--- config.mk ---
export PLATFORM = sky130hd
export DESIGN_NAME = checked_integer_alu_core
export DESIGN_NICKNAME = d
export VERILOG_FILES = /design/src/hw/rtl/cia_pkg.sv /design/src/hw/rtl/cia_unit.sv /design/src/hw/rtl/checked_integer_alu_core.sv
export SDC_FILE = /design/constraint.sdc
export NUM_CORES = 2
export LEC_CHECK = 0
export BUFFER_PORTS_ARGS = -buffer_cell sky130_fd_sc_hd__buf_2
export CAP_MARGIN = 20
export CELL_PAD_IN_SITES_DETAIL_PLACEMENT = 0
export CELL_PAD_IN_SITES_GLOBAL_PLACEMENT = 1
export CORE_ASPECT_RATIO = 0.6
export CORE_UTILIZATION = 51
export DETAILED_ROUTE_END_ITERATION = 16
export GPL_ROUTABILITY_DRIVEN = 0
export HOLD_SLACK_MARGIN = 0.08
export PLACE_DENSITY = 0.81
export SLEW_MARGIN = 20
export SYNTH_ARGS = -nofsm -noshare
export SYNTH_HDL_FRONTEND = slang
export SYNTH_SLANG_ARGS = --single-unit
--- constraint.sdc ---
create_clock -name clk -period 11.9 [get_ports clk]
set_input_delay 1.785 -clock clk [delete_from_list [all_inputs] [get_ports clk]]
set_output_delay 1.785 -clock clk [all_outputs]
set_load 0.01 [all_outputs]
--- src/hw/rtl/cia_pkg.sv ---
package cia_pkg;

	localparam int DATA_W = 32;
	localparam int STEP_W = $clog2(DATA_W);

	// action codes
	localparam logic [2:0] ACT_ADD   = 3'd0;
	localparam logic [2:0] ACT_SUB   = 3'd1;
	localparam logic [2:0] ACT_MUL   = 3'd2;
	localparam logic [2:0] ACT_POW   = 3'd3;
	localparam logic [2:0] ACT_DIV   = 3'd4;
	localparam logic [2:0] ACT_MOD   = 3'd5;
	localparam logic [2:0] ACT_CLEAR = 3'd6;
	localparam logic [2:0] ACT_NOP   = 3'd7;

	// error codes
	localparam logic [2:0] ERR_NONE  = 3'd0;
	localparam logic [2:0] ERR_ADD   = 3'd1;
	localparam logic [2:0] ERR_SUB   = 3'd2;
	localparam logic [2:0] ERR_MUL   = 3'd3;
	localparam logic [2:0] ERR_POW   = 3'd4;
	localparam logic [2:0] ERR_DIVZ  = 3'd5;
	localparam logic [2:0] ERR_MODZ  = 3'd6;
	localparam logic [2:0] ERR_QUOT  = 3'd7;

	localparam logic [DATA_W-1:0] VAL_MIN = {1'b1, {(DATA_W-1){1'b0}}};

	typedef struct packed {
		logic [2:0]               action;
		logic signed [DATA_W-1:0] operand_a;
		logic signed [DATA_W-1:0] operand_b;
	} cia_cmd_t;

	typedef struct packed {
		logic signed [DATA_W-1:0] value;
		logic [2:0]               error_code;
	} cia_rsp_t;

	typedef enum logic [2:0] {
		ST_IDLE,
		ST_MCHK,
		ST_PMUL,
		ST_PCHK,
		ST_DIV,
		ST_DFIN,
		ST_DONE
	} cia_state_t;

	typedef enum logic [1:0] {
		UOP_NONE,
		UOP_MUL,
		UOP_DLOAD,
		UOP_DSTEP
	} cia_uop_t;

	typedef struct packed {
		cia_uop_t          op;
		logic [DATA_W-1:0] opa;
		logic [DATA_W-1:0] opb;
	} cia_ucmd_t;

	typedef struct packed {
		logic [2*DATA_W-1:0] prod;
		logic [DATA_W-1:0]   quo;
		logic [DATA_W-1:0]   rem;
	} cia_ures_t;

	// two's complement negate of a magnitude
	function automatic logic [DATA_W-1:0] neg_val(input logic [DATA_W-1:0] x);
		return ~x + {{(DATA_W-1){1'b0}}, 1'b1};
	endfunction

	// magnitude of a signed word, the minimum maps to its exact unsigned magnitude
	function automatic logic [DATA_W-1:0] mag_val(input logic [DATA_W-1:0] x);
		return x[DATA_W-1] ? neg_val(x) : x;
	endfunction

	// unsigned product fits the signed range for the given sign
	function automatic logic prod_fits(input logic [2*DATA_W-1:0] p, input logic neg);
		logic hi_zero;
		hi_zero = (p[2*DATA_W-1:DATA_W] == '0);
		return hi_zero && (neg ? (p[DATA_W-1:0] <= VAL_MIN) : !p[DATA_W-1]);
	endfunction

endpackage

--- src/hw/rtl/cia_unit.sv ---
module cia_unit (
	input  logic               clk,
	input  cia_pkg::cia_ucmd_t ucmd,
	output cia_pkg::cia_ures_t ures
);
	import cia_pkg::*;

	logic [2*DATA_W-1:0] prod_q;
	logic [DATA_W-1:0]   quo_q;
	logic [DATA_W-1:0]   rem_q;
	logic [DATA_W-1:0]   dvs_q;

	logic [DATA_W:0]   shifted;
	logic [DATA_W+1:0] trial;

	// restoring divide: shift in one dividend bit and try the subtract
	always_comb begin
		shifted = {rem_q, quo_q[DATA_W-1]};
		trial   = {1'b0, shifted} - {2'b00, dvs_q};
	end

	// shared multiply and divide-step registers
	always_ff @(posedge clk) begin
		case (ucmd.op)
			UOP_MUL: begin
				prod_q <= {{DATA_W{1'b0}}, ucmd.opa} * {{DATA_W{1'b0}}, ucmd.opb};
			end
			UOP_DLOAD: begin
				quo_q <= ucmd.opa;
				dvs_q <= ucmd.opb;
				rem_q <= '0;
			end
			UOP_DSTEP: begin
				if (!trial[DATA_W+1]) begin
					rem_q <= trial[DATA_W-1:0];
					quo_q <= {quo_q[DATA_W-2:0], 1'b1};
				end else begin
					rem_q <= shifted[DATA_W-1:0];
					quo_q <= {quo_q[DATA_W-2:0], 1'b0};
				end
			end
			default: begin
			end
		endcase
	end

	assign ures.prod = prod_q;
	assign ures.quo  = quo_q;
	assign ures.rem  = rem_q;

endmodule

--- src/hw/rtl/checked_integer_alu_core.sv ---
// add, sub, clear, blocked commands, trivial powers and divides by zero or overflow go
// straight to ST_DONE, mul via ST_MCHK, div and mod via ST_DIV and ST_DFIN, power via
// ST_PMUL and ST_PCHK per multiply step; one command at a time, paced by the shared
// multiplier and the one-bit-per-cycle restoring divider in cia_unit
// arst_n clears the sequencer, the response valid flag and the sticky error code
module checked_integer_alu_core (
	input  logic              clk,
	input  logic              arst_n,
	input  logic              cmd_valid,
	output logic              cmd_ready,
	input  cia_pkg::cia_cmd_t cmd,
	output logic              rsp_valid,
	input  logic              rsp_ready,
	output cia_pkg::cia_rsp_t rsp
);
	import cia_pkg::*;

	cia_state_t state_q, state_d;
	cia_ucmd_t  ucmd;
	cia_ures_t  ures;

	logic [2:0]        sticky_q;
	logic [2:0]        act_q;
	logic              sa_q, sb_q, neg_q;
	logic [DATA_W-1:0] ma_q, acc_q, val_q;
	logic [2:0]        code_q;
	logic [DATA_W-2:0] cnt_q;
	logic [STEP_W-1:0] stp_q;
	cia_rsp_t          rsp_q;
	logic              rsp_valid_q;

	logic              accept, rsp_free;
	logic [2:0]        act;
	logic [DATA_W-1:0] a_u, b_u, mag_a, mag_b;
	logic              blocked, go_mul, go_pow, go_div;
	logic              b_le1, pow_easy, div_err;
	logic [DATA_W:0]   sum;
	logic [DATA_W-1:0] imm_val, easy_val;
	logic [2:0]        imm_code;
	logic              mul_neg, mul_ok, pow_neg, pow_ok;
	logic [DATA_W-1:0] prod_lo, quo_s, rem_s;

	assign accept    = cmd_valid && cmd_ready;
	assign rsp_free  = !rsp_valid_q || rsp_ready;
	assign cmd_ready = (state_q == ST_IDLE);

	// command decode
	always_comb begin
		act     = cmd.action;
		a_u     = cmd.operand_a;
		b_u     = cmd.operand_b;
		mag_a   = mag_val(a_u);
		mag_b   = mag_val(b_u);
		blocked = (act == ACT_NOP) || (act == ACT_CLEAR) || (sticky_q != ERR_NONE);
		b_le1   = b_u[DATA_W-1] || (b_u[DATA_W-1:1] == '0);
		pow_easy = b_le1 || (mag_a[DATA_W-1:1] == '0);
		div_err = (b_u == '0)
			|| ((act == ACT_DIV) && (a_u == VAL_MIN) && (b_u == '1));
		go_mul  = !blocked && (act == ACT_MUL);
		go_pow  = !blocked && (act == ACT_POW) && !pow_easy;
		go_div  = !blocked && ((act == ACT_DIV) || (act == ACT_MOD)) && !div_err;
	end

	// power with a trivial exponent or base
	always_comb begin
		if (b_u == '0) begin
			easy_val = {{(DATA_W-1){1'b0}}, 1'b1};
		end else if (b_le1) begin
			easy_val = a_u;
		end else if (a_u[DATA_W-1]) begin
			easy_val = b_u[0] ? '1 : {{(DATA_W-1){1'b0}}, 1'b1};
		end else begin
			easy_val = a_u;
		end
	end

	// results settled in the transfer cycle
	always_comb begin
		imm_val  = '0;
		imm_code = sticky_q;
		sum      = '0;
		if (!blocked) begin
			case (act)
				ACT_ADD, ACT_SUB: begin
					if (act == ACT_ADD) begin
						sum = {a_u[DATA_W-1], a_u} + {b_u[DATA_W-1], b_u};
					end else begin
						sum = {a_u[DATA_W-1], a_u} - {b_u[DATA_W-1], b_u};
					end
					if (sum[DATA_W] != sum[DATA_W-1]) begin
						imm_code = (act == ACT_ADD) ? ERR_ADD : ERR_SUB;
					end else begin
						imm_val = sum[DATA_W-1:0];
					end
				end
				ACT_POW: begin
					imm_val = easy_val;
				end
				ACT_DIV: begin
					if (div_err) begin
						imm_code = (b_u == '0) ? ERR_DIVZ : ERR_QUOT;
					end
				end
				ACT_MOD: begin
					if (div_err) begin
						imm_code = ERR_MODZ;
					end
				end
				default: begin
				end
			endcase
		end
	end

	// checks on the shared unit results
	always_comb begin
		prod_lo = ures.prod[DATA_W-1:0];
		mul_neg = sa_q ^ sb_q;
		mul_ok  = prod_fits(ures.prod, mul_neg);
		pow_neg = neg_q ^ sa_q;
		pow_ok  = prod_fits(ures.prod, pow_neg);
		quo_s   = (sa_q ^ sb_q) ? neg_val(ures.quo) : ures.quo;
		rem_s   = sa_q ? neg_val(ures.rem) : ures.rem;
	end

	// sequencer next state
	always_comb begin
		state_d = state_q;
		unique case (state_q)
			ST_IDLE: begin
				if (accept) begin
					if (go_mul) begin
						state_d = ST_MCHK;
					end else if (go_pow) begin
						state_d = ST_PMUL;
					end else if (go_div) begin
						state_d = ST_DIV;
					end else begin
						state_d = ST_DONE;
					end
				end
			end
			ST_MCHK: state_d = ST_DONE;
			ST_PMUL: state_d = ST_PCHK;
			ST_PCHK: begin
				if (!pow_ok || (cnt_q == {{(DATA_W-2){1'b0}}, 1'b1})) begin
					state_d = ST_DONE;
				end else begin
					state_d = ST_PMUL;
				end
			end
			ST_DIV: begin
				if (stp_q == '0) begin
					state_d = ST_DFIN;
				end
			end
			ST_DFIN: state_d = ST_DONE;
			ST_DONE: begin
				if (rsp_free) begin
					state_d = ST_IDLE;
				end
			end
			default: state_d = ST_IDLE;
		endcase
	end

	// shared unit command
	always_comb begin
		ucmd.op  = UOP_NONE;
		ucmd.opa = acc_q;
		ucmd.opb = ma_q;
		unique case (state_q)
			ST_IDLE: begin
				ucmd.opa = mag_a;
				ucmd.opb = mag_b;
				if (accept && go_mul) begin
					ucmd.op = UOP_MUL;
				end else if (accept && go_div) begin
					ucmd.op = UOP_DLOAD;
				end
			end
			ST_PMUL: ucmd.op = UOP_MUL;
			ST_DIV:  ucmd.op = UOP_DSTEP;
			default: ucmd.op = UOP_NONE;
		endcase
	end

	cia_unit u_unit (
		.clk  (clk),
		.ucmd (ucmd),
		.ures (ures)
	);

	// control state and sticky code
	always_ff @(posedge clk or negedge arst_n) begin
		if (!arst_n) begin
			state_q     <= ST_IDLE;
			sticky_q    <= ERR_NONE;
			rsp_valid_q <= 1'b0;
		end else begin
			state_q <= state_d;
			case (state_q)
				ST_IDLE: begin
					if (accept) begin
						sticky_q <= (act == ACT_CLEAR) ? ERR_NONE : imm_code;
					end
				end
				ST_MCHK: begin
					if (!mul_ok) begin
						sticky_q <= ERR_MUL;
					end
				end
				ST_PCHK: begin
					if (!pow_ok) begin
						sticky_q <= ERR_POW;
					end
				end
				default: begin
				end
			endcase
			if ((state_q == ST_DONE) && rsp_free) begin
				rsp_valid_q <= 1'b1;
			end else if (rsp_ready) begin
				rsp_valid_q <= 1'b0;
			end
		end
	end

	// operand and result registers
	always_ff @(posedge clk) begin
		case (state_q)
			ST_IDLE: begin
				if (accept) begin
					act_q  <= act;
					sa_q   <= a_u[DATA_W-1];
					sb_q   <= b_u[DATA_W-1];
					ma_q   <= mag_a;
					acc_q  <= mag_a;
					neg_q  <= a_u[DATA_W-1];
					cnt_q  <= b_u[DATA_W-2:0] - {{(DATA_W-2){1'b0}}, 1'b1};
					stp_q  <= STEP_W'(DATA_W - 1);
					val_q  <= imm_val;
					code_q <= imm_code;
				end
			end
			ST_MCHK: begin
				val_q  <= !mul_ok ? '0 : (mul_neg ? neg_val(prod_lo) : prod_lo);
				code_q <= mul_ok ? ERR_NONE : ERR_MUL;
			end
			ST_PCHK: begin
				acc_q  <= prod_lo;
				neg_q  <= pow_neg;
				cnt_q  <= cnt_q - {{(DATA_W-2){1'b0}}, 1'b1};
				val_q  <= !pow_ok ? '0 : (pow_neg ? neg_val(prod_lo) : prod_lo);
				code_q <= pow_ok ? ERR_NONE : ERR_POW;
			end
			ST_DIV: begin
				stp_q <= stp_q - {{(STEP_W-1){1'b0}}, 1'b1};
			end
			ST_DFIN: begin
				val_q  <= (act_q == ACT_DIV) ? quo_s : rem_s;
				code_q <= ERR_NONE;
			end
			ST_DONE: begin
				if (rsp_free) begin
					rsp_q.value      <= val_q;
					rsp_q.error_code <= code_q;
				end
			end
			default: begin
			end
		endcase
	end

	assign rsp_valid = rsp_valid_q;
	assign rsp       = rsp_q;

endmodule

=== Yosys cells after proc, flatten, opt, wreduce, memory -nomap -nowiden ===
Cells that the tools add are included.
Widths: inputs -> output; s select.

* Bits of input ports: 71
* Memory bits (read-only): 0
* Latch bits: 0
* Output and inout port bits: 37
* Memory bits (writable): 0
* Word-level logic and storage cells: 180
* Bits in registers: 343
* Memories kept: 0

* Multiplexer cells: 65
* Add/subtract/negate cells: 11
* Magnitude comparators: 1
* Bitwise operators: 7
* Equality and inequality tests: 26
* Div/mod/pow operators: 0
* Multipliers: 1
* Reduce and logical (&&, ||, !) cells: 50
* Shifts and indexed selects: 0

{| class="wikitable"
|+ Operator list
! cell !! count
|-
| $mux 32 || 18
|-
| $pmux 32 s2 || 4
|-
| $add 32x1->32 const B || 5
|-
| $not 32->32 || 5
|-
| $pmux 32 s4 || 1
|-
| $mux 33 || 3
|-
| $eq 32x32->1 const B || 2
|-
| $logic_not 32->1 || 2
|-
| $mul 32x32->64 || 1
|-
| $mux 64 || 1
|-
| $logic_not 31->1 || 2
|-
| $pmux 31 s2 || 1
|-
| $sub 31x1->31 const B || 2
|-
| $mux 3 || 16
|-
| $sub 33x32->34 || 1
|-
| $add 32x32->33 || 1
|-
| $sub 32x32->33 || 1
|-
| $le 32x32->1 const B || 1
|-
| $eq 31x1->1 const B || 1
|-
| $mux 31 || 1
|-
| $eq 3x3->1 const B || 8
|-
| $pmux 3 s3 || 2
|-
| $pmux 3 s6 || 1
|-
| $logic_and 1x1->1 || 13
|-
| 27 further kinds || 68
|}

=== Logic depth before layout (Yosys ltp) ===
* Word-level depth: 12
* Depth in mapped cells: 37
* Gate-level depth less buffers: 33

=== Hierarchy ===
Synthesis repeated with hierarchy kept, for this count alone.

* Cells, all modules: 6,223
* Area, all modules: 56,326.5 um^2

{| class="wikitable"
|+ By module, submodules not included
! module !! area each (um^2) !! cells each !! seq. area each (um^2) !! instances
|-
| cia_unit || 40,362.5 || 4,261 || 4,804.6 || 1
|-
| checked_integer_alu_core || 15,964.1 || 1,962 || 5,460.2 || 1
|}

=== Worst setup path before layout ===
OpenSTA, ideal clock, no wires.

* Path type: input to register
* From: in cmd[15] in the netlist's numbering
* To: reg u_unit.prod_q[62] (data pin)
* Arrival time: 10.514 ns
* Path buffers: 3
* Setup time: 0.273 ns
* Data required time: 11.627 ns
* Path slack: 1.114 ns
* Cell stages on the path: 33
* Cells stage by stage: buf_2 > or4_4 > nand4bb_4 > or2_2 > clkbuf_1 > nor3_1 > nor2_1 > xnor2_1 > a21o_1 > inv_2 > buf_2 > nand2_1 > fa_1 > fa_1 > inv_1 > fa_1 > fa_1 > fa_1 > fa_1 > fa_1 > inv_1 > fa_1 > inv_1 > ha_1 > nand2_1 > o21ai_0 > o21ai_0 > a21oi_1 > and4b_1 > or4b_1 > a21o_1 > a2111oi_0 > a311oi_1

{| class="wikitable"
|+ RTL lines
! what !! RTL line !! RTL
|-
| start, declared || checked_integer_alu_core.sv:11 || <nowiki>input cia_pkg::cia_cmd_t cmd,</nowiki>
|-
| end signal, assigned || cia_unit.sv:26 || <nowiki>prod_q <= {{DATA_W{1'b0}}, ucmd.opa} * {{DATA_W{1'b0}}, ucmd.opb};</nowiki>
|-
| end, declared || cia_unit.sv:8 || <nowiki>logic [2*DATA_W-1:0] prod_q;</nowiki>
|}

=== Final worst setup path ===
* From: in cmd[49] in the netlist's numbering
* To: reg u_unit.prod_q[62] (data pin)

* Word-level cells in the longest chain between the ends: 5

{| class="wikitable"
|+ RTL lines
! what !! RTL line !! RTL
|-
| $not 32->32 || cia_pkg.sv:70 || <nowiki>return ~x + {{(DATA_W-1){1'b0}}, 1'b1};</nowiki>
|-
| $add 32x1->32 || cia_pkg.sv:70 ||
|-
| $mux 32 * || cia_pkg.sv:75 || <nowiki>return x[DATA_W-1] ? neg_val(x) : x;</nowiki>
|-
| $mux 64 * || checked_integer_alu_core.sv:172 || <nowiki>unique case (state_q)</nowiki>
|-
| $mul 32x32->64 * || cia_unit.sv:26 ||
|}

Every way passes the cells marked *; elsewhere a longest branch is shown, timed or not.
A chain may end at the register's enable or synchronous reset.

==> results_dict.tcl <==
set metrics [dict create \
    outcome "complete, no violations" \
    yosys_warnings 0 \
    synth-edff-count 336 \
    syn_avg_cell_area_um2 8.842 \
    insertion_delay_ns 0.62 \
    die_area_um2 109300 \
    drtPass1Iterations 9 \
    antenna_found_initial 9 \
    hold_violations 0 \
    period_share 0.9831 \
    nNetsFinal 7679 \
    hold_start "code_q[1]" \
    worstPathArrival_ns 12.04 \
    wl_per_cell_um 27.40 \
    yosysSeqAreaShare 0.1865 \
    h-tree-depth 2 \
    setup_tns_ns 0 \
    synth-main-ff-cell "edfxtp_1" \
    clock.fmax_mhz 85.48 \
    coreArea_um2 106000 \
    finalWorstSetupSlack_ns 0.2011 \
    holdCritPathClass "reg2reg" \
    first_global_vias 46310 \
    rsz0062_at_grt "no" \
    drtAntennaViolNets 0 \
    ys_async_sr_fraction 0.02041 \
    synth_fp_nets 7534 \
    synth-seq-cells 343 \
    clockBufferDepth 3 \
    clock_sinks 343 \
    max_slew.worst_pin.slew_ns 1.198 \
    vias_per_cell 6.104 \
    fp.dieW_um 426.2 \
    cts_tree "yes" \
    finalCriticalPeriod_ns 11.70 \
    track_usage 0.3961 \
    endpoint_kind "flop" \
    num_io_pins 108 \
    clk_pin_slew_ns 0.06 \
    grt_pass1_wl_um 313600 \
    cts_inserted_buffers 39 \
    grt_max_degree 100 \
    crit_path_max_fanout 10 \
    num_rows 92 \
    die_h_um 256.5 \
    final_layout_size_suffix_gt1_frac 0.08798 \
    maxCapViolations 0 \
    fin_hold_ws_ns 0.4188 \
    slew_viol_final 0 \
    grt_overflow 0 \
    initial_core_util 0.5193 \
    critPathMaxStageDelay_ns 0.74 \
    fin_cells 7812 \
    skew_ns 0.02844 \
    placed_cells 7739 \
    wl_um 214100 \
    pre_cts_slack_ns -0.01520 \
    slew-limit-headroom 0.1998 \
    cts_resized 0 \
    required_ns 12.24 \
    root_buffer "clkbuf_16" \
    startpoint "cmd[49]" \
    criticalPathCategory "in2reg" \
    area_delta_synth_final_pct 9.587 \
    netlist_area_um2 55050 \
    slowest_stage "fa_1" \
    drtIter0Drc 6797 \
    synthCells 6226 \
    start_kind "input pin" \
    yosysUniqueCellTypes 92 \
    cts_setup_buffers 0 \
    dp.final_hpwl_um 173700 \
    drc_errors 0 \
    io_buffer_count 107 \
    vias 47680 \
    setup_viol 0 \
    cp_common_cell "fa_1" \
    r2r_start "state_q[2]" \
    holdBufCountCts 0 \
]
path summary, 6_finish.rpt:
path	endpoint	slack, ns	cells past startpoint
min	rsp[1]	0.42	0
min in group asynchronous	rsp_valid	1.01	1
min reg2reg	rsp[1]	0.42	0
max	u_unit.prod_q[62]	0.20	28
max in group asynchronous	sticky_q[0]	10.72	1
max reg2reg	u_unit.prod_q[62]	1.27	27
flip-flops by register name, indices dropped and copies added, names as in the netlist, 3 cells and up:
| name | flops |
|---|---|
| acc_q | 32 |
| stp_q | 5 |
| val_q | 32 |
| u_unit.dvs_q | 32 |
| rsp | 35 |
| ma_q | 32 |
| u_unit.quo_q | 32 |
| sticky_q | 3 |
| state_q | 3 |
| cnt_q | 31 |
| code_q | 3 |
| u_unit.rem_q | 32 |
| act_q | 3 |
| u_unit.prod_q | 64 |
area by class of cell:
type,instances,area [um^2]
antenna,3,7.507
clock buffer,40,979.7
clock inverter,29,407.9
fill,9515,45690
inverter,1014,3806
multi-input combinational,4546,39900
sequential,343,10260
tap,1410,1764
timing repair buffer,427,3196
logic make-up after synthesis:
family	share of synthesized area
AND/OR/NAND/NOR	0.1585
adder cells (fa/ha/maj)	0.4036
AO/OA/AOI/OAI	0.1068
multiplexers	0.002796
flip-flops	0.1865
XOR/XNOR	0.04980
buffers and inverters	0.09207
cells in the final DEF (no fill, tap or decap), types with 62 or more instances in the layout:
master,count
nand3_1,62
buf_2,107
buf_4,300
edfxtp_1,336
fa_1,898
ha_1,339
xnor2_1,167
nor2_1,871
nand2_1,786
xor2_1,144
a21o_1,102
nor3_1,74
o21ai_0,201
inv_1,997
a21oi_1,284
layer usage:
metal,GRT usage,part of all wire,vias up
met5,0.007895,0.00075,-
met4,0.1070,0.036,8
met3,0.2345,0.20,435
met2,0.4698,0.35,3554
met1,0.5871,0.41,23460
li1,-,-,20230
critical path: cells and delay by family:
| kind | cells | cell delay (ns) |
|---|---|---|
| compound gates | 8 | 2.50 |
| buf+inv | 3 | 0.57 |
| simple gates | 7 | 2.42 |
| fa+ha+maj | 9 | 4.57 |
| xor+xnor | 1 | 0.16 |
metrics by stage:
step	instance area, um^2	utilization
finish	60330	0.5690
global route	60320	0.5690
CTS	60290	0.5687
detailed placement	58910	0.5556
global placement	58870	0.5553
floorplan	55050	-
synth_stat cells, drive strengths merged (16+ instances only):
cell type  instances  area share
o211ai            26      0.0035
clkbuf           273       0.019
inv             1002       0.068
fa               898        0.33
a21oi            291       0.026
or4               26      0.0038
edfxtp           336        0.18
nand2b            23      0.0026
or3               24      0.0028
o21a              26      0.0035
and3              29      0.0033
nor3              81      0.0077
nand2            787       0.054
o41ai             16      0.0027
xor2             145       0.023
a211oi            42      0.0057
a21o             104       0.014
nor4              38      0.0049
o31ai             34      0.0049
ha               339       0.077
o21ai            206       0.019
o22ai             28      0.0033
xnor2            168       0.027
o21bai            22      0.0030
buf               50      0.0041
nand4             41      0.0047
nand3             62      0.0056
nor2b             17      0.0019
nor2             874       0.060
Power is not shown: default switching activity piles up to over one toggle a cycle in this logic, so the estimate is an artifact.
